## src/sv/salru_cdiv.sv

```systemverilog
`timescale 1ns / 1ps
// division of an unsigned value by a fixed divisor, quotient and remainder
// shift and mask for a power of two, otherwise a reciprocal multiply then a remainder step

module salru_cdiv #(
  parameter int W       = 32,
  parameter int DIVISOR = 64
) (
  input  logic                                   clk,
  input  logic                                   rst,
  input  logic                                   start,
  input  logic [W-1:0]                           dividend,
  output logic                                   done,
  output logic [W-1:0]                           quo,
  output logic [((DIVISOR > 1) ? $clog2(DIVISOR) : 1)-1:0] rem
);

  localparam int  RW     = (DIVISOR > 1) ? $clog2(DIVISOR) : 1;
  localparam bit  IS_POW2 = (DIVISOR & (DIVISOR - 1)) == 0;

  generate
    if (IS_POW2) begin : g_shift
      localparam int LOG = $clog2(DIVISOR);

      always_ff @(posedge clk) begin
        if (rst) begin
          done <= 1'b0;
        end else begin
          done <= start;
        end
      end

      always_ff @(posedge clk) begin
        if (start) begin
          quo <= dividend >> LOG;
          rem <= RW'(dividend) & RW'(DIVISOR - 1);
        end
      end
    end else begin : g_recip
      // rounded-up reciprocal, exact for every W-bit dividend
      localparam int              SH   = W + RW;
      localparam longint unsigned MULT =
        ((64'd1 << SH) + 64'(DIVISOR) - 64'd1) / 64'(DIVISOR);

      logic [W:0]     mult_k;
      logic [2*W:0]   prod;
      logic [W-1:0]   held;
      logic           step;

      assign mult_k = (W + 1)'(MULT);
      assign prod   = (2*W + 1)'(dividend) * (2*W + 1)'(mult_k);

      always_ff @(posedge clk) begin
        if (rst) begin
          step <= 1'b0;
          done <= 1'b0;
        end else begin
          step <= start;
          done <= step;
        end
      end

      // remainder is below the divisor, so the low bits of x - q*d are enough
      always_ff @(posedge clk) begin
        if (start) begin
          held <= dividend;
          quo  <= W'(prod >> SH);
        end
        if (step) begin
          rem <= RW'(held) - quo[RW-1:0] * RW'(DIVISOR);
        end
      end
    end
  endgenerate

endmodule

```

## config.mk

```make
export PLATFORM = sky130hd
export DESIGN_NAME = salru_cdiv
export DESIGN_NICKNAME = d
export VERILOG_FILES = /design/src/sv/salru_cdiv.sv
export SDC_FILE = /design/constraint.sdc
export NUM_CORES = 1
export LEC_CHECK = 0
export BUFFER_PORTS_ARGS = -buffer_cell sky130_fd_sc_hd__buf_2
export CELL_PAD_IN_SITES_DETAIL_PLACEMENT = 1
export CELL_PAD_IN_SITES_GLOBAL_PLACEMENT = 1
export CORE_ASPECT_RATIO = 2
export CORE_MARGIN = 4
export CORE_UTILIZATION = 35
export CTS_BUF_LIST = sky130_fd_sc_hd__clkbuf_8
export DETAILED_ROUTE_END_ITERATION = 8
export PLACE_DENSITY = 0.93
export SYNTH_ARGS = -nofsm -noshare
export SYNTH_HDL_FRONTEND = slang
export SYNTH_SLANG_ARGS = --single-unit
```

## constraint.sdc

```tcl
create_clock -name clk -period 0.8 [get_ports clk]
set_input_delay 0.04 -clock clk [delete_from_list [all_inputs] [get_ports clk]]
set_output_delay 0.04 -clock clk [all_outputs]
set_load 0.05 [all_outputs]
```

* After elaboration in Yosys (flattened, before gate mapping) *
Index checks and enable logic that the tools add are counted.

word-level totals
  bits in registers = 33
  bits of input ports = 35
  output and inout bits = 39
  word-level logic and storage cells = 3

* Longest topological paths before layout *
Gate-level depths: netlist of the first run.

  depth in word-level cells = 0
  depth in mapped cells = 1
  gate-level depth less buffers = 1

* Worst setup path before layout of the first run *
Ideal clock, no wire load.

  kind = register -> output
  start point = reg quo[0]
  end point = out quo[0]
  arrival = 0.601 ns
  required time = 0.760 ns
  setup slack = 0.159 ns
  stages on the path, launching flop included = 1
  path through = edfxtp_1

RTL lines
  what                      line  text
  start: declaration        14    output logic [W-1:0] quo,
  start signal: assignment  35    quo <= dividend >> LOG;

No word-level cell between the ends.

* Final worst setup path of the first run *
  start point = reg quo[13]
  end point = out quo[13]

No word-level cell between the ends.

==> results of run 1 <==
[worst paths after layout]
kind / start / to / slack, ns / cells past startpoint
hold / removal: start / quo[12] / 0.23 / 2
setup / recovery: quo[13] / quo[13] / -0.11 / 1
[per-stage QoR]
step | cell area (sq um) | util [%] | setup TNS (ns) | total power, mW
4_1_cts | 2023 | 72.16 | -2.690 | 4.341
2_1_floorplan | 1062 | - | 0 | 2.683
3_5_place_dp | 1409 | 50.25 | 0 | 2.919
6_report | 2027 | 72.29 | -2.657 | 4.345
3_3_place_gp | 1409 | 50.25 | 0 | 2.890
5_1_grt | 2027 | 72.29 | -3.620 | 4.516
[synth_stat cells, drive strengths merged]
cell type	n	area, sq um
edfxtp	32	960.9
buf	6	45.04
conb	1	3.750
dfxtp	1	20.02
nor2b	1	13.76
[cell usage in the layout (no fill, tap or decap)]
cell type and count:
clkbuf_8 5, conb_1 6, dfxtp_2 1, buf_12 1, dlygate4sd3_1 33, clkinv_1 1, edfxtp_1 32, nor2b_4 1
buf_2 34, buf_6 32, buf_8 1, inv_1 1
[layer usage]
metal	GRT usage, %	vias up
met5	0	-
met4	9.572	0
met3	6.157	9
met2	35.93	47
met1	18.26	368
li1	-	354
[where the power goes]
group	internal, mW	leakage (nW)	total, mW	switching, mW
clock	0.572	0.0428	1.13	0.561
combinational	0.419	0.509	1.09	0.670
sequential	2.05	0.322	2.12	0.0715
[sequential cells by signal, indices dropped and copies added (netlist names)]
| name | count |
|---|---|
| done | 1 |
| rem | 6 |
| quo | 26 |
[what timing repair did]
action | in CTS | in global routing
hold endpoints to repair | 33 | 0
pin swaps | 0 | 0
gates resized for setup | 67 | 1
endpoints found under the setup margin | 33 | 33
gates cloned | 0 | 0
hold buffers | 33 | 0
[cells by family (layout without fill, tap and decap cells)]
group         Yosys count  in the layout  share of synthesized area (%)
flops                  33             33                          94.00
buf+inv                 6            108                          4.316
other cells             1              6                         0.3594
simple gates            1              1                          1.319
[area by class of cell]
class	count	area, sq um
multi-input cells	7	36.28
well taps	29	36.28
clock buffers	5	68.82
repair buffers	101	895.9
flip-flops and latches	33	982.2
clock inverters	2	7.507
fillers	247	777.0
==> impl_metrics.toml, run 1 <==
[setup_path]
critical_path.cell_chain = "buf_6"
crit_type = "flop to output port"
critPathCaptureType = "output port"
cp-start-kind = "flop"
critPathMaxFanout = 1
cp_data_arrival_time_ns = 0.87
required_ns = 0.76
cpMaxStageDelayCell = "edfxtp_1"
max_stage_delay_ns = 0.41
crit_buf_inv = 1
critical-path-top-delay-family = "flip-flops"

[finish]
fin_nets = 183
num_antenna_cells = 0
area_delta_synth_final_pct = 94.24
drive_gt1_share_pct = 50.68
final_cells = 177

[power_and_ir_drop]
leakage_nw = 0.8732
vdd_drop_max_mv = 1.620
power_density_nw_per_um2 = 2144

[cts]
cts-root-buf = "clkbuf_8"
cts.reportedPaths.clkPinSlew_ns = 0.07
post_cts_buffers = 0
clkSinkCount = 33
htreeDepth = 2
numCtsBuffers = 5
cts_tree = "done"
clockBufferDepth = 2

[placed_design]
place_ws_ns = 0.1264
gp_congestion = 0.6381
place.port_buffers = 67
dp.cells = 137
dp_hpwl_um = 2110

[sta]
setup_ws_ns = -0.1113
hold_viol = 0
slew_viol_final = 0
setup_violations = 32
hold_slack_ns = 0.2275
post-route-period-util_pct = 113.9
rsz0062_at_grt = "yes"
fin_crit_ns = 0.9113
max_freq_ghz = 1.097

[detailed_routing]
met3_length_um = 255
drc = 0
routed_via_density = 4.395
postRouteAntennaNets = 0
routed_wl_um = 3513
via_count = 778
dr.max_layer_used = "met4"
wire_per_inst_um = 19.85
drtIter0Drc = 15
first_pass_iters = 2
met1_length_um = 1022
wl_met2_um = 2130

[status]
status = "complete, but fails checks"
violations = "negative setup slack"

[logic_synthesis]
synthCells = 41
yosysUniqueCellTypes = 5
synth-seq-cells = 33
synth_seq_area_share_pct = 94.00
yosysWarnings = 0
avgSynthCellArea_sq_um = 25.45
syn_area_sq_um = 1044

[floorplan]
initial_core_util_pct = 37.22
die_y_um = 85.22
die-area_sq_um = 3972
rows = 27
die_width_um = 46.61
io_pins = 74
core-area_sq_um = 2804

[hold_path]
hp-class = "input pin to flop"

[global_route]
grt_pass1_vias = 897
grt_max_degree = 34
overflow = 0
track_usage_pct = 19.79
antenna_found_initial = 0
grt_first_pass_wirelength_um = 5071

[job]
cap_violations = 0
No activity file was read; power rests on OpenSTA's default activity.
==> inputs of run 2 (changes only) <==
CAP_MARGIN = 20   (was default)
PLACE_DENSITY = default   (was 0.93)
PLACE_DENSITY_LB_ADDON = 0.1   (was default)
==> run 2 against run 1 <==
  * The run still ends with negative setup slack left
  * Total power fell by 0.33%
  * Combinational power about the same
  * Count of clock-buffer cells in the layout unchanged
  * Non-clock buffer count unchanged
  * Die area unchanged
  * Critical path type unchanged
  * Critical path depth is the same
  * Final area grew 0.25%
  * Sequential share of layout area is 0.12 points lower
==> impl_metrics.toml, run 2 (synthesis results as in run 1) <==
[job]
cap_violations = 0

[hold_path]
min_from = "start"
hp-class = "input pin to flop"
holdPathEnd = "done"
holdPathStages = 3

[sta]
post-route-period-util_pct = 111.9
max_freq_ghz = 1.117
fin_crit_ns = 0.8952
setup_violations = 32
hold_viol = 0
setup_ws_ns = -0.09520
rsz0062_at_grt = "yes"
slew_viol_final = 0

[setup_path]
required_ns = 0.76
critPathMaxFanout = 1
max_stage_delay_ns = 0.40
critical_path.cell_chain = "buf_6"
cpMaxStageDelayCell = "edfxtp_1"
cp_data_arrival_time_ns = 0.86
crit_type = "flop to output port"
crit_buf_inv = 1
critPathCaptureType = "output port"
critical-path-top-delay-family = "flip-flops"
cp-start-kind = "flop"

[placed_design]
placedInstanceArea_sq_um = 1409
dp_hpwl_um = 1729
place.port_buffers = 67
gp_congestion = 0.6398

[finish]
fillCellCount = 265
multiInputGateArea_sq_um = 36.28
fin_nets = 183
layout_commonest_cell = "buf_2"
area_delta_synth_final_pct = 94.72
final_cell_mix = "34 x buf_2, 33 x dlygate4sd3_1, 32 x buf_6, 32 x edfxtp_1, 6 x conb_1"
regMostFlops = "quo"
fin_area_sq_um = 2032
largestRegisters = "quo (26), rem (6), done (1)"
final_util_pct = 72.47
drive_gt1_share_pct = 51.01
regArea_sq_um = 982.2
num_antenna_cells = 0
largest_reg_flops = 26

[global_route]
track_usage_pct = 15.70
grt_pass1_vias = 867
grt_max_degree = 34
grt_first_pass_wirelength_um = 4236
antenna_found_initial = 0
overflow = 0

[detailed_routing]
first_pass_iters = 4
drc = 0
routed_wl_um = 2866
routed_via_density = 4.287
wire_per_inst_um = 16.10
postRouteAntennaNets = 0
drtIter0Drc = 12
via_count = 763

[cts]
post_cts_buffers = 0
cts.reportedPaths.clkPinSlew_ns = 0.07
clkSinkCount = 33
numCtsBuffers = 5
cts-root-buf = "clkbuf_8"
clockBufferDepth = 2
cts_tree = "done"
htreeDepth = 2

[floorplan]
die_width_um = 46.61
die-area_sq_um = 3972
io_pins = 74
die_y_um = 85.22
rows = 27
core-area_sq_um = 2804
initial_core_util_pct = 37.22

[power_and_ir_drop]
power_density_nw_per_um2 = 2131
total_power_mw = 4.331
leakage_nw = 0.8734
vdd_drop_max_mv = 1.427

[status]
violations = "negative setup slack"
status = "complete, but fails checks"
[run 2: cell count changes in the layout (fill, tap and decap cells not counted), sizes merged]
cell / previous run / this run
clkinv: 1 / 3
inv: 1 / 0
[run 2: routing by layer]
layer / up-vias / part of all wire [%] / GRT usage, %
met4: 0 / 1.8 / 7.053
met1: 346 / 30 / 13.22
met2: 55 / 59 / 29.02
li1: 356 / - / -
met5: - / 0 / 0
met3: 6 / 9.8 / 6.369
[run 2: how the worst max path moves through the flow]
stage          slack [ns]       to  cells after the start  startpoint
3_3_place_gp         0.15   quo[5]                      2       start
3_5_place_dp         0.14  quo[20]                      2       start
2_1_floorplan        0.16   quo[0]                      0      quo[0]
6_report             -0.1  quo[11]                      1     quo[11]
5_1_grt             -0.13  quo[11]                      1     quo[11]
4_1_cts              -0.1   quo[4]                      1      quo[4]
[run 2: layout make-up]
class	instances	area share, %
tap	29	1.786
multi-input combinational	7	1.786
clock buffer	5	3.387
timing repair buffer	101	44.09
sequential	33	48.34
clock inverter	3	0.6158
[run 2: power breakdown]
| group | internal [mW] | switching [mW] | leakage, nW |
|---|---|---|---|
| Clock | 0.584 | 0.556 | 0.0430 |
| Combinational | 0.419 | 0.659 | 0.509 |
| Sequential | 2.05 | 0.0631 | 0.322 |
| Total | 3.05 | 1.28 | 0.873 |
[run 2: timing repair]
| action | CTS | global route |
|---|---|---|
| hold endpoints to repair | 33 | 0 |
| gates resized for setup | 67 | 1 |
| hold buffers | 33 | 0 |
| pin swaps | 0 | 0 |
| setup endpoints to repair | 33 | 33 |
[run 2: through the flow]
stage	cells	setup slack [ns]	TNS [ns]	hold slack, ns
final	178	-0.09520	-2.170	0.2178
after CTS	178	-0.09864	-2.499	0.2087
after global routing	178	-0.1337	-3.189	0.2290
after detailed placement	137	0.1372	0	0.2183
after global placement	137	0.1472	0	0.2166
after floorplan	46	0.1594	0	0.1043
==> inputs of run 3 (changes only) <==
CORE_MARGIN = 3   (was 4)
HOLD_SLACK_MARGIN = 0.08   (was default)
==> run 3 against run 2 <==
  * The flow still finishes with violations (negative setup slack)
  * Global-route usage up 3.0 points
  * Sequential power about the same
  * Utilization up 0.40 points
  * Highest routed layer unchanged
  * Via count up 1.7%
  * Count of clock-buffer cells in the layout unchanged
  * Final area up 0.55%
  * Sequential share of layout area down 0.27 points
  * Routed wire length up 10%
  * Non-clock buffer count up 1
  * First-iteration DRC count down 25%
  * Cell count unchanged
  * Largest power group unchanged
==> impl_metrics.toml, run 3 (synthesis results as in run 1) <==
[status]
status = "complete, but fails checks"
violations = "negative setup slack"

[sta]
slew_viol_final = 0
rsz0062_at_grt = "yes"
hold_slack_ns = 0.1971
setup_ws_ns = -0.09213
max_freq_ghz = 1.121
hold_viol = 0
post-route-period-util_pct = 111.5
setup_violations = 32
fin_setup_tns_ns = -2.156
fin_crit_ns = 0.8921

[global_route]
grt_first_pass_wirelength_um = 4823
track_usage_pct = 18.70
overflow = 0
antenna_found_initial = 0
grt_pass1_vias = 919
grt_max_degree = 18

[setup_path]
crit_end = "quo[25]"
required_ns = 0.76
critical-path-top-delay-family = "flip-flops"
critPathMaxFanout = 1
critPathCaptureType = "output port"
cp_data_arrival_time_ns = 0.85
path_depth = 1
max_stage_delay_ns = 0.41
cpMaxStageDelayCell = "edfxtp_1"
cp-start-kind = "flop"
crit_type = "flop to output port"
crit_start = "quo[25]"
critical_path.cell_chain = "buf_6"
crit_buf_inv = 1

[detailed_routing]
routed_via_density = 4.360
postRouteAntennaNets = 0
first_pass_iters = 3
via_count = 776
wire_per_inst_um = 17.74
drtIter0Drc = 9
routed_wl_um = 3158
drc = 0

[power_and_ir_drop]
switchingPower_mw = 1.267
leakage_nw = 0.8814
p_seq_share_pct = 49.0
power_density_nw_per_um2 = 2113
swShare_pct = 29.35
power_frac_comb_pct = 25.5
p_int_mw = 3.050
clkPwrFrac_pct = 25.5
vdd_drop_max_mv = 1.355

[floorplan]
die_y_um = 83.22
die-area_sq_um = 3712
die_width_um = 44.61
core-area_sq_um = 2804
initial_core_util_pct = 37.22
io_pins = 74
rows = 27

[finish]
num_antenna_cells = 0
fin_nets = 184
largestRegisters = "quo (26), rem (6), done (1)"
final_cell_mix = "34 x buf_2, 33 x dlygate4sd3_1, 33 x buf_6, 32 x edfxtp_1, 6 x conb_1"
drive_gt1_share_pct = 51.01
area_delta_synth_final_pct = 95.80
regMostFlops = "quo"
layout_commonest_cell = "buf_2"
largest_reg_flops = 26

[placed_design]
place.port_buffers = 67
dp_hpwl_um = 2011
gp_congestion = 0.6618

[cts]
cts-root-buf = "clkbuf_8"
cts_tree = "done"
clockBufferDepth = 2
cts.reportedPaths.clkPinSlew_ns = 0.06
htreeDepth = 2
clkSinkCount = 33
numCtsBuffers = 5

[job]
cap_violations = 0

[hold_path]
hp-class = "input pin to flop"
## run 3: what timing repair did
| action | 4_1_cts | 5_1_grt |
|---|---|---|
| hold buffers | 33 | 0 |
| endpoints found under the hold margin | 33 | 0 |
| cloned | 0 | 0 |
| setup endpoints to repair | 33 | 33 |
| gates resized for setup | 66 | 1 |
| pin swaps | 0 | 0 |
| buffers inserted | 0 | 0 |
## run 3: how the worst min path moves through the flow
stage                             from       to  cells after the start
after global placement     dividend[3]   rem[3]                      1
after floorplan                    rst     done                      1
after global routing             start  quo[17]                      2
after CTS                        start  quo[10]                      2
after detailed placement  dividend[11]   quo[5]                      1
final                            start  quo[17]                      2
## run 3: metal layers
metal  track usage (%)  share of wire (%)  up-vias
met1             18.14                 31      362
met5                 0                  0        -
li1                  -                  -      357
met3             3.905                6.7        6
met2             35.78                 61       51
met4             5.769               0.70        0
## run 3: layout make-up
type | count | area [sq um]
multi-input cells | 7 | 36.28
well taps | 29 | 36.28
flip-flops and latches | 33 | 982.2
repair buffers | 102 | 912.1
fillers | 245 | 760.7
clock inverters | 2 | 7.507
clock buffers | 5 | 68.82
## run 3: power groups by stage
stage          clock network [mW]  registers (mW)  logic [mW]
2_1_floorplan                   0            2.59      0.0883
3_3_place_gp                    0            2.11       0.803
3_5_place_dp                    0            2.12       0.812
4_1_cts                      1.12            2.12        1.09
5_1_grt                      1.21            2.12        1.14
6_report                     1.10            2.12        1.10
## run 3: metrics by stage
step / instances / total power, mW / instance area (sq um) / setup slack (ns) / util (%)
final: 178 / 4.317 / 2043 / -0.09213 / 72.87
after global routing: 178 / 4.476 / 2043 / -0.1168 / 72.87
after CTS: 178 / 4.330 / 2042 / -0.1225 / 72.82
after detailed placement: 138 / 2.930 / 1429 / 0.1399 / 50.96
after global placement: 138 / 2.909 / 1429 / 0.1661 / 50.96
after floorplan: 46 / 2.683 / 1062 / 0.1594 / -
