[config.mk]
export PLATFORM = sky130hd
export DESIGN_NAME = salru_lookup
export DESIGN_NICKNAME = d
export VERILOG_FILES = /design/src/sv/salru_lookup.sv
export SDC_FILE = /design/constraint.sdc
export NUM_CORES = 1
export LEC_CHECK = 0
export ABC_AREA = 1
export BUFFER_PORTS_ARGS = -buffer_cell sky130_fd_sc_hd__buf_2
export CAP_MARGIN = 20
export CORE_ASPECT_RATIO = 1.2
export CORE_UTILIZATION = 52
export CTS_CLUSTER_DIAMETER = 200
export DETAILED_ROUTE_END_ITERATION = 6
export PLACE_DENSITY = 0.82
export SYNTH_ARGS = -nofsm -noshare
export SYNTH_HDL_FRONTEND = slang
export SYNTH_SLANG_ARGS = --single-unit
[constraint.sdc]
create_clock -name clk -period 2.1 [get_ports clk]
set_input_delay 0.63 -clock clk [delete_from_list [all_inputs] [get_ports clk]]
set_output_delay 0.63 -clock clk [all_outputs]
set_load 0.01 [all_outputs]
[src/sv/salru_lookup.sv]
`timescale 1ns / 1ps
// tag compare, way selection and recency update for one set row
// row layout per way, msb first: valid, rank, tag

module salru_lookup #(
  parameter int NUM_WAYS = 4,
  parameter int TAG_W    = 20,
  parameter int RANK_W   = 2
) (
  input  logic                                  clk,
  input  logic                                  en,
  input  logic [NUM_WAYS*(1+RANK_W+TAG_W)-1:0]  row,
  input  logic [TAG_W-1:0]                      tag,
  output logic                                  hit,
  output logic [NUM_WAYS*(1+RANK_W+TAG_W)-1:0]  row_next
);

  localparam int ENT_W = 1 + RANK_W + TAG_W;

  logic              in_valid [NUM_WAYS];
  logic [RANK_W-1:0] in_rank  [NUM_WAYS];
  logic [TAG_W-1:0]  in_tag   [NUM_WAYS];

  logic [NUM_WAYS-1:0] match, empty, oldest;
  logic [NUM_WAYS-1:0] hit_oh, free_oh, old_oh, sel_c;
  logic [RANK_W-1:0]   sel_rank_c;
  logic                hit_c, age_all_c;

  logic                hit_r;
  logic [NUM_WAYS-1:0] sel_r;
  logic [RANK_W-1:0]   limit_r;
  logic                age_all_r;
  logic [TAG_W-1:0]    tag_r;
  logic              q_valid [NUM_WAYS];
  logic [RANK_W-1:0] q_rank  [NUM_WAYS];
  logic [TAG_W-1:0]  q_tag   [NUM_WAYS];

  always_comb begin
    for (int w = 0; w < NUM_WAYS; w++) begin
      in_valid[w] = row[w*ENT_W + ENT_W - 1];
      in_rank[w]  = row[w*ENT_W + TAG_W +: RANK_W];
      in_tag[w]   = row[w*ENT_W +: TAG_W];
      match[w]    = in_valid[w] && (in_tag[w] == tag);
      empty[w]    = !in_valid[w];
      // in a full set the ranks are a permutation, so the oldest holds the top rank
      oldest[w]   = in_valid[w] && (in_rank[w] == RANK_W'(NUM_WAYS - 1));
    end
  end

  // lowest set bit of each vector
  assign hit_oh  = match  & (~match  + NUM_WAYS'(1));
  assign free_oh = empty  & (~empty  + NUM_WAYS'(1));
  assign old_oh  = oldest & (~oldest + NUM_WAYS'(1));

  assign hit_c     = |match;
  assign age_all_c = !hit_c && (|empty);
  assign sel_c     = hit_c ? hit_oh : ((|empty) ? free_oh : old_oh);

  always_comb begin
    sel_rank_c = '0;
    for (int w = 0; w < NUM_WAYS; w++) begin
      sel_rank_c = sel_rank_c | (sel_c[w] ? in_rank[w] : '0);
    end
  end

  always_ff @(posedge clk) begin
    if (en) begin
      hit_r     <= hit_c;
      sel_r     <= sel_c;
      limit_r   <= sel_rank_c;
      age_all_r <= age_all_c;
      tag_r     <= tag;
      for (int w = 0; w < NUM_WAYS; w++) begin
        q_valid[w] <= in_valid[w];
        q_rank[w]  <= in_rank[w];
        q_tag[w]   <= in_tag[w];
      end
    end
  end

  always_comb begin
    for (int w = 0; w < NUM_WAYS; w++) begin
      if (sel_r[w]) begin
        row_next[w*ENT_W +: ENT_W] = {1'b1, RANK_W'(0), tag_r};
      end else if (q_valid[w] && (age_all_r || (q_rank[w] < limit_r))) begin
        row_next[w*ENT_W +: ENT_W] = {1'b1, q_rank[w] + RANK_W'(1), q_tag[w]};
      end else begin
        row_next[w*ENT_W +: ENT_W] = {q_valid[w], q_rank[w], q_tag[w]};
      end
    end
  end

  assign hit = hit_r;

endmodule

# Yosys cells after proc, flatten, opt, wreduce, memory -nomap -nowiden
# Memories as Yosys holds them, arrays and structs flattened.
# Cells that the tools add are included.
totals:
  register_bits: 28
  ramBits: 92
  inputBits: 114
  out_inout_bits: 93
  wordCells: 76
  n_memories: 3
mem_list:
  columns: ["name", "words", "word_bits", "rd", "rd_ports_with_merged_regs", "write_ports", "line", "text"]
  rows:
  - ["q_tag", 4, 20, 4, 0, 4, "36", "logic [TAG_W-1:0] q_tag [NUM_WAYS];"]
  - ["q_rank", 4, 2, 4, 0, 4, "35", "logic [RANK_W-1:0] q_rank [NUM_WAYS];"]
  - ["q_valid", 4, 1, 4, 0, 4, "34", "logic q_valid [NUM_WAYS];"]
classes:
  n_addsub: 7
  order_cmp: 4
  eq_ne: 8
  muxes: 16
  bitwise_logic: 9
  reduce_logical: 24
op_table:
  columns: ["cell", "count"]
  rows:
  - ["two-way mux 23 bit", 8]
  - ["== test 20 bit", 4]
  - ["logical AND 1 bit", 13]
  - ["adder 4 x 1 -> 4 bit (second input constant)", 3]
  - ["AND 4 bit", 3]
  - ["NOT 4 bit", 3]
  - ["adder 2 x 1 -> 2 bit (second input constant)", 4]
  - ["== test 2 bit (second input constant)", 4]
  - ["< comparator 2 bit", 4]
  - ["two-way mux 2 bit", 4]
  - ["two-way mux 4 bit", 2]
  - ["OR reduction 4 bit", 2]
  - ["bitwise OR 2 bit", 3]
  - ["logical NOT 1 bit", 5]
  - ["logical OR 1 bit", 4]
  - ["two-way mux 1 bit", 2]

# Logic depth before layout (Yosys ltp)
# Gate-level depths: netlist of the first run.
depth:
  word_depth: 11
  depth_mapped: 13
  mapped_depth_nobuf: 13

# Least setup slack after synthesis of the first run
# Ideal clock, no wire load.
synth_timing:
  kind: "register to output"
  start: "reg limit_r[1]"
  end: "out row_next[21]"
  arrival_time_ns: 1.292
  slack_ns: 0.178
  stages_incl_launch_ff: 8
  cell_sequence: "edfxtp_1 -> inv_1 -> ha_1 -> o21ai_0 -> nand2_1 -> a21oi_1 -> nand2_1 -> a21oi_1"
synth_between:
  elab_chain_len: 5
synth_rtl:
  columns: ["item", "line", "text"]
  rows:
  - ["start: declaration", "31", "logic [RANK_W-1:0] limit_r;"]
  - ["start signal: assignment", "70", "limit_r <= sel_rank_c;"]
  - ["< comparator 2 bit", "85", "end else if (q_valid[w] && (age_all_r || (q_rank[w] < limit_r))) begin"]
  - ["logical OR 1 bit", "85", null]
  - ["logical AND 1 bit", "85", null]
  - ["two-way mux 23 bit", "85", null]
  - ["two-way mux 23 bit", "83", "if (sel_r[w]) begin"]
  - ["end: declaration", "15", "output logic [NUM_WAYS*(1+RANK_W+TAG_W)-1:0] row_next"]
# Every way passes these cells.

# Worst setup path after layout of the first run
layout_timing:
  start: "reg limit_r[1]"
  end: "out row_next[90]"
# Same word-level chain as after synthesis.

==> impl_metrics.py, run 1 <==
metrics = {
    "job": {
        "maxCapViolations": 0,
    },
    "sta": {
        "finalCriticalPeriod_ps": 2580,
        "finalHoldViolations": 0,
        "drv_slew": 0,
        "worst_slew_pin_slew_ps": 414,
        "fmax_mhz": 388,
        "fin_crit_sh_pct": 123,
        "hold_slack_ps": 403,
        "rsz0062_at_grt": "yes",
        "setup_viol": 19,
        "fin_ws_ps": -480,
        "max_slew_margin_pct": 72.0,
    },
    "power": {
        "ir_worst_vdd_mv": 0.567,
        "leakagePower_uw": 0.00484,
        "cellPowerDensity_nw_per_um2": 782,
    },
    "global_routing": {
        "grt_pass1_wl_mm": 31.8,
        "track_usage_pct": 32.4,
        "antenna_found_initial": 2,
        "grt_max_degree": 55,
        "overflow": 0,
        "grt_pass1_vias": 6357,
    },
    "floorplanning": {
        "start_util_pct": 53.2,
        "core_um2": 12600,
        "num_rows": 45,
        "fp.dieArea_um2": 13400,
        "die_x_um": 106,
        "boundaryPins": 207,
        "die_h_um": 126,
    },
    "yosys": {
        "syn-cell-area_um2": 6710,
        "syn-instance-count": 876,
        "synth-edff-count": 120,
        "yosysWarnings": 0,
        "synth_cell_type_count": 29,
        "synth_area_leaders": "edfxtp_1 54%, nand2_1 27%, inv_1 5.3%",
        "syn_nets": 994,
        "yosysTopAreaCell": "edfxtp_1",
        "synth-seq-area-share_pct": 53.7,
        "ys_ff_latch": 120,
        "yosysMostFrequentCell": "nand2_1",
        "syn_area_per_cell_um2": 7.66,
        "synth_common_cells": "476 x nand2_1, 120 x edfxtp_1, 94 x inv_1",
        "ys.flop_type": "edfxtp_1",
        "async_reset_ff_share_pct": 0,
        "yosysTopAreaCellShare_pct": 53.7,
    },
    "detailed_routing": {
        "vias": 6937,
        "wl_per_cell_um": 17.3,
        "drc": 0,
        "drt-initial-drc-count": 715,
        "drt-pass1-iter-count": 5,
        "drtAntennaViolNets": 0,
        "wirelength_mm": 22.8,
        "viasPerCell": 5.26,
    },
    "setup_path": {
        "critPathRequiredTime_ps": 1470,
        "startpoint_type": "flip-flop",
        "arrival_ps": 1950,
        "worst-setup-path-type": "reg -> out",
        "crit_start": "limit_r[1]$_DFFE_PP_",
        "critPathCapture": "row_next[90]",
        "crit_fanout": 4,
        "cp-end-kind": "primary output",
    },
    "placed_design": {
        "place.gp.congestion": 0.954,
        "port-buffer-count": 206,
        "hpwl_mm": 15.7,
        "post-place-ws_ps": -137,
        "place_area_um2": 8240,
    },
    "min_path": {
        "hold_class": "in -> reg",
        "whs_path_depth": 1,
    },
    "finish": {
        "syn2layout_area_growth_pct": 37.7,
        "multi_input_area_um2": 2800,
        "final_cell_area_um2": 9240,
        "seq_area_um2": 3600,
        "drive_above_1_share_pct": 31.1,
        "nFillCells": 970,
        "nets": 1259,
        "final_util_pct": 73.2,
    },
    "clock_network": {
        "cts_sinks": 120,
        "ctsHtreeMaxLevel": 4,
        "cts_buffers": 17,
        "cts_max_path_buffers": 2,
        "path_clk_slew_ps": 50,
        "cts_tree": "built",
        "root_buffer": "clkbuf_16",
        "hold_buffers": 0,
    },
    "outcome": {
        "violations": "setup timing",
        "status": "finished with violations",
    },
}
sequential cells by signal, indices dropped and copies added (netlist names):
register   flops
q_tag         80
tag_r         20
q_rank         8
q_valid        4
sel_r          4
limit_r        2
age_all_r      1
hit            1
worst max-delay path: stages, from the launching register on:
cell and delay, ps:
edfxtp_1 410, inv_4 120, ha_4 210, o21ai_2 50, nand2_1 80, a21oi_2 200, nand2_2 110, o21ai_2 160
a21oi_2 50, buf_2 140
metrics by stage:
step           TNS, ps  instances  power, µW
3_3_place_gp      -350       1274       4230
5_1_grt          -5010       1320       7490
3_5_place_dp      -417       1274       4260
2_1_floorplan        0        876       3580
6_report         -3420       1320       7220
4_1_cts          -2850       1310       7040
cells in the final DEF (no fill, tap or decap), drive strengths merged, types with 2 or more instances in the layout:
cell type,Yosys,layout
a21oi,13,13
o21ai,26,26
edfxtp,120,120
or2,4,4
clkinv,0,9
nand3,22,22
clkinvlp,0,5
clkbuf,16,20
inv,109,108
nand3b,2,2
diode,0,2
buf,0,259
xnor2,6,6
ha,4,4
o22ai,4,4
nand4,4,4
nand2,480,480
nor2,57,57
bufinv,0,2
area by class of cell:
| cell class | count | share of cell area, % |
|---|---|---|
| Clock buffer | 17 | 4.61 |
| Tap cell | 164 | 2.22 |
| Inverter | 109 | 4.51 |
| Clock inverter | 15 | 1.48 |
| Multi-Input combinational cell | 631 | 30.3 |
| Antenna cell | 2 | 0.0542 |
| Sequential cell | 120 | 39.0 |
| Timing Repair Buffer | 262 | 17.8 |
routing by layer:
| metal | track usage [%] | vias up | part of all wire, % |
|---|---|---|---|
| met4 | 18.5 | 0 | 5.2 |
| met1 | 37.2 | 3155 | 36 |
| li1 | - | 3284 | - |
| met5 | 0 | - | 0 |
| met2 | 56.8 | 412 | 51 |
| met3 | 5.91 | 86 | 7.8 |
worst min-delay path by stage:
stage / from / end / slack, ps
floorplan: row[20] / q_rank[0][0]$_DFFE_PP_ / 730
global placement: row[52] / q_tag[2][6]$_DFFE_PP_ / 830
detailed placement: row[52] / q_tag[2][6]$_DFFE_PP_ / 830
CTS: row[52] / q_tag[2][6]$_DFFE_PP_ / 400
global route: row[52] / q_tag[2][6]$_DFFE_PP_ / 400
finish: row[52] / q_tag[2][6]$_DFFE_PP_ / 400
power by group:
group	internal [µW]	switching [µW]
combinational	590	897
sequential	2850	99.1
clock	1720	1060
cells by family (layout without fill, tap and decap cells):
logic type | Yosys count | after routing | share of synthesized area [%]
flops | 120 | 120 | 53.7
simple gates | 574 | 574 | 34.0
compound gates | 47 | 47 | 3.79
xor+xnor | 6 | 6 | 0.783
buf+inv | 125 | 403 | 6.99
fa+ha+maj | 4 | 4 | 0.746
other cells | 0 | 2 | 0
timing repair:
action,in CTS,in global routing
pin swaps,6,35
resized for setup,19,65
endpoints found under the setup margin,50,68
gates cloned,0,4
setup buffers,4,6
Power figures use the tool's default switching activity.
==> inputs of run 2 (changes only) <==
- ABC_AREA: 1 -> default
- CORE_UTILIZATION: 52 -> 51
==> run 2 against run 1 <==
Against the previous run: the flow still finishes with violations (setup timing); core utilization increased by 15 points; critical path depth is 1 lower; routed wire length is 12% higher; synthesized area decreased by 9.3%; critical path type unchanged.
==> impl_metrics.py, run 2 <==
metrics = {
    "outcome": {
        "status": "finished with violations",
        "violations": "setup timing",
    },
    "clock_network": {
        "cts_sinks": 120,
        "cts_tree": "built",
        "ctsHtreeMaxLevel": 4,
        "cts_max_path_buffers": 2,
        "cts_buffers": 17,
        "root_buffer": "clkbuf_16",
        "path_clk_slew_ps": 60,
    },
    "power": {
        "p_sw_uw": 2180,
        "clkPwrFrac_pct": 35.6,
        "intPower_uw": 5710,
        "cellPowerDensity_nw_per_um2": 770,
        "seq_power_share_pct": 37.7,
        "ir_worst_vdd_mv": 0.603,
        "leakagePower_uw": 0.00437,
        "swShare_pct": 27.6,
        "pwr-share-comb_pct": 26.7,
    },
    "yosys": {
        "yosysTopAreaCell": "edfxtp_1",
        "yosysMostFrequentCell": "edfxtp_1",
        "synth-edff-count": 120,
        "syn-cell-area_um2": 6090,
        "synth-seq-area-share_pct": 59.2,
        "synth_common_cells": "120 x edfxtp_1, 80 x mux2_2, 49 x xnor2_1",
        "synthAdderAreaFrac_pct": 0.822,
        "syn_nets": 538,
        "synth_area_leaders": "edfxtp_1 59%, mux2_2 15%, xnor2_1 7.1%",
        "syn_area_per_cell_um2": 14.5,
        "synth_xor_xnor_area_share_pct": 12.8,
        "synth_mux_area_share_pct": 14.8,
        "synth-simple-area-share_pct": 8.78,
        "synth_top_family_by_area": "multiplexers",
        "synth_compound_gate_area_share_pct": 2.49,
        "yosysTopAreaCellShare_pct": 59.2,
        "ys.flop_type": "edfxtp_1",
        "yosysWarnings": 0,
        "synth_cell_type_count": 43,
        "ys_ff_latch": 120,
        "syn-instance-count": 420,
        "async_reset_ff_share_pct": 0,
    },
    "detailed_routing": {
        "drtAntennaViolNets": 0,
        "wirelength_mm": 25.5,
        "wl_per_cell_um": 28.1,
        "drt-pass1-iter-count": 6,
        "drt-initial-drc-count": 578,
        "viasPerCell": 6.25,
        "vias": 5675,
        "drc": 0,
    },
    "sta": {
        "fin_crit_sh_pct": 129,
        "worst_slew_pin_slew_ps": 514,
        "fmax_mhz": 370,
        "finalCriticalPeriod_ps": 2700,
        "hold_slack_ps": 401,
        "finalHoldViolations": 0,
        "setup_viol": 95,
        "rsz0062_at_grt": "yes",
        "max_slew_margin_pct": 65.4,
        "drv_slew": 0,
        "fin_ws_ps": -604,
    },
    "setup_path": {
        "arrival_ps": 2070,
        "crit_fanout": 4,
        "crit_start": "limit_r[1]$_DFFE_PP_",
        "cp-end-kind": "primary output",
        "startpoint_type": "flip-flop",
        "critPathRequiredTime_ps": 1470,
        "worst-setup-path-type": "reg -> out",
    },
    "min_path": {
        "holdCritStartpoint": "row[85]",
        "hold_class": "in -> reg",
    },
    "global_routing": {
        "antenna_found_initial": 2,
        "overflow": 0,
        "grt_pass1_vias": 5581,
        "grt_pass1_wl_mm": 31.5,
        "grt_max_degree": 53,
        "track_usage_pct": 36.2,
    },
    "placed_design": {
        "dp.cells": 851,
        "post-place-ws_ps": -738,
        "hpwl_mm": 13.5,
        "place.gp.congestion": 0.889,
        "port-buffer-count": 206,
    },
    "floorplanning": {
        "core_um2": 11600,
        "boundaryPins": 207,
        "num_rows": 43,
        "die_h_um": 122,
        "fp.dieArea_um2": 12400,
        "start_util_pct": 52.6,
        "die_x_um": 102,
    },
    "finish": {
        "final_util_pct": 88.6,
        "largestRegisters": "q_tag: 80 flops, tag_r: 20 flops, q_rank: 8 flops",
        "nFillCells": 446,
        "drive_above_1_share_pct": 65.5,
        "largest_register": "q_tag",
        "final_common_cell": "edfxtp_1",
        "fin_cells": 908,
        "layout_common_cells": "120 x edfxtp_1, 107 x buf_6, 106 x buf_2",
        "largest_register_ff_count": 80,
        "nets": 856,
        "syn2layout_area_growth_pct": 68.4,
    },
    "job": {
        "maxCapViolations": 0,
    },
}
[run 2: cell types whose count changed in the layout (fill, tap and decap cells not counted), moves of 12 or more]
cell	delta
inv_2	-16
nand2_1	-447
mux2_4	+61
inv_1	-85
nor2_1	-41
xor2_1	+33
nand4_1	+12
nand2_2	-14
mux2_2	+19
buf_6	+97
xnor2_2	+25
xnor2_1	+14
buf_4	+36
buf_2	-95
[run 2: power by group through the flow]
stage,combinational (µW),clock (µW),sequential [µW]
after floorplan,622,0,2950
after global placement,1320,0,2960
after detailed placement,1340,0,2980
after CTS,1740,2710,2940
after global routing,2170,2890,2980
final,2110,2810,2970
[run 2: final timing paths]
path,endpoint,depth (start not counted)
setup / recovery,row_next[21],8
hold / removal,q_tag[3][16]$_DFFE_PP_,1
[run 2: cells by family (layout without fill, tap and decap cells)]
logic type | after synthesis | after routing
simple gates | 91 | 91
flops | 120 | 120
fa+ha+maj | 4 | 4
other cells | 0 | 1
mux | 80 | 80
compound gates | 21 | 21
buf+inv | 16 | 346
xor+xnor | 88 | 88
[run 2: stage by stage]
| stage | setup TNS, ps | total power (µW) | area [µm²] |
|---|---|---|---|
| final | -13380 | 7890 | 10200 |
| after global routing | -15500 | 8050 | 10200 |
| after CTS | -9990 | 7390 | 9580 |
| after detailed placement | -4050 | 4320 | 7920 |
| after global placement | -3500 | 4280 | 7920 |
| after floorplan | -443 | 3570 | 6110 |
[run 2: per-layer routing]
metal | up-vias | wire length (µm) | track usage, %
li1 | 2236 | - | -
met1 | 2718 | 7990 | 38.6
met2 | 545 | 12800 | 62.4
met3 | 176 | 2780 | 9.70
met4 | 0 | 1970 | 23.8
met5 | - | 0 | 0
[run 2: area by class of cell]
type,instances,area (µm²),share of cell area (%)
multi-input combinational,284,3200,31.2
inverter,6,22.5,0.220
sequential,120,3600,35.2
antenna,1,2.50,0.0244
tap,157,196,1.92
timing repair buffer,309,2680,26.1
clock buffer,19,433,4.22
clock inverter,12,110,1.07
[run 2: critical path: stages, from the launching register on]
cell and delay [ps]:
edfxtp_1 400, inv_2 150, ha_4 230, a21oi_4 160, o21ai_2 90, nor2_2 200, xnor2_2 120, nor2_2 150
buf_2 150
[run 2: timing repair]
action	in CTS	in global routing
pin swaps	28	28
hold buffers	0	0
buffers inserted	15	12
setup endpoints to repair	93	99
gates resized for setup	174	141
gates cloned	6	1
hold endpoints to repair	0	0
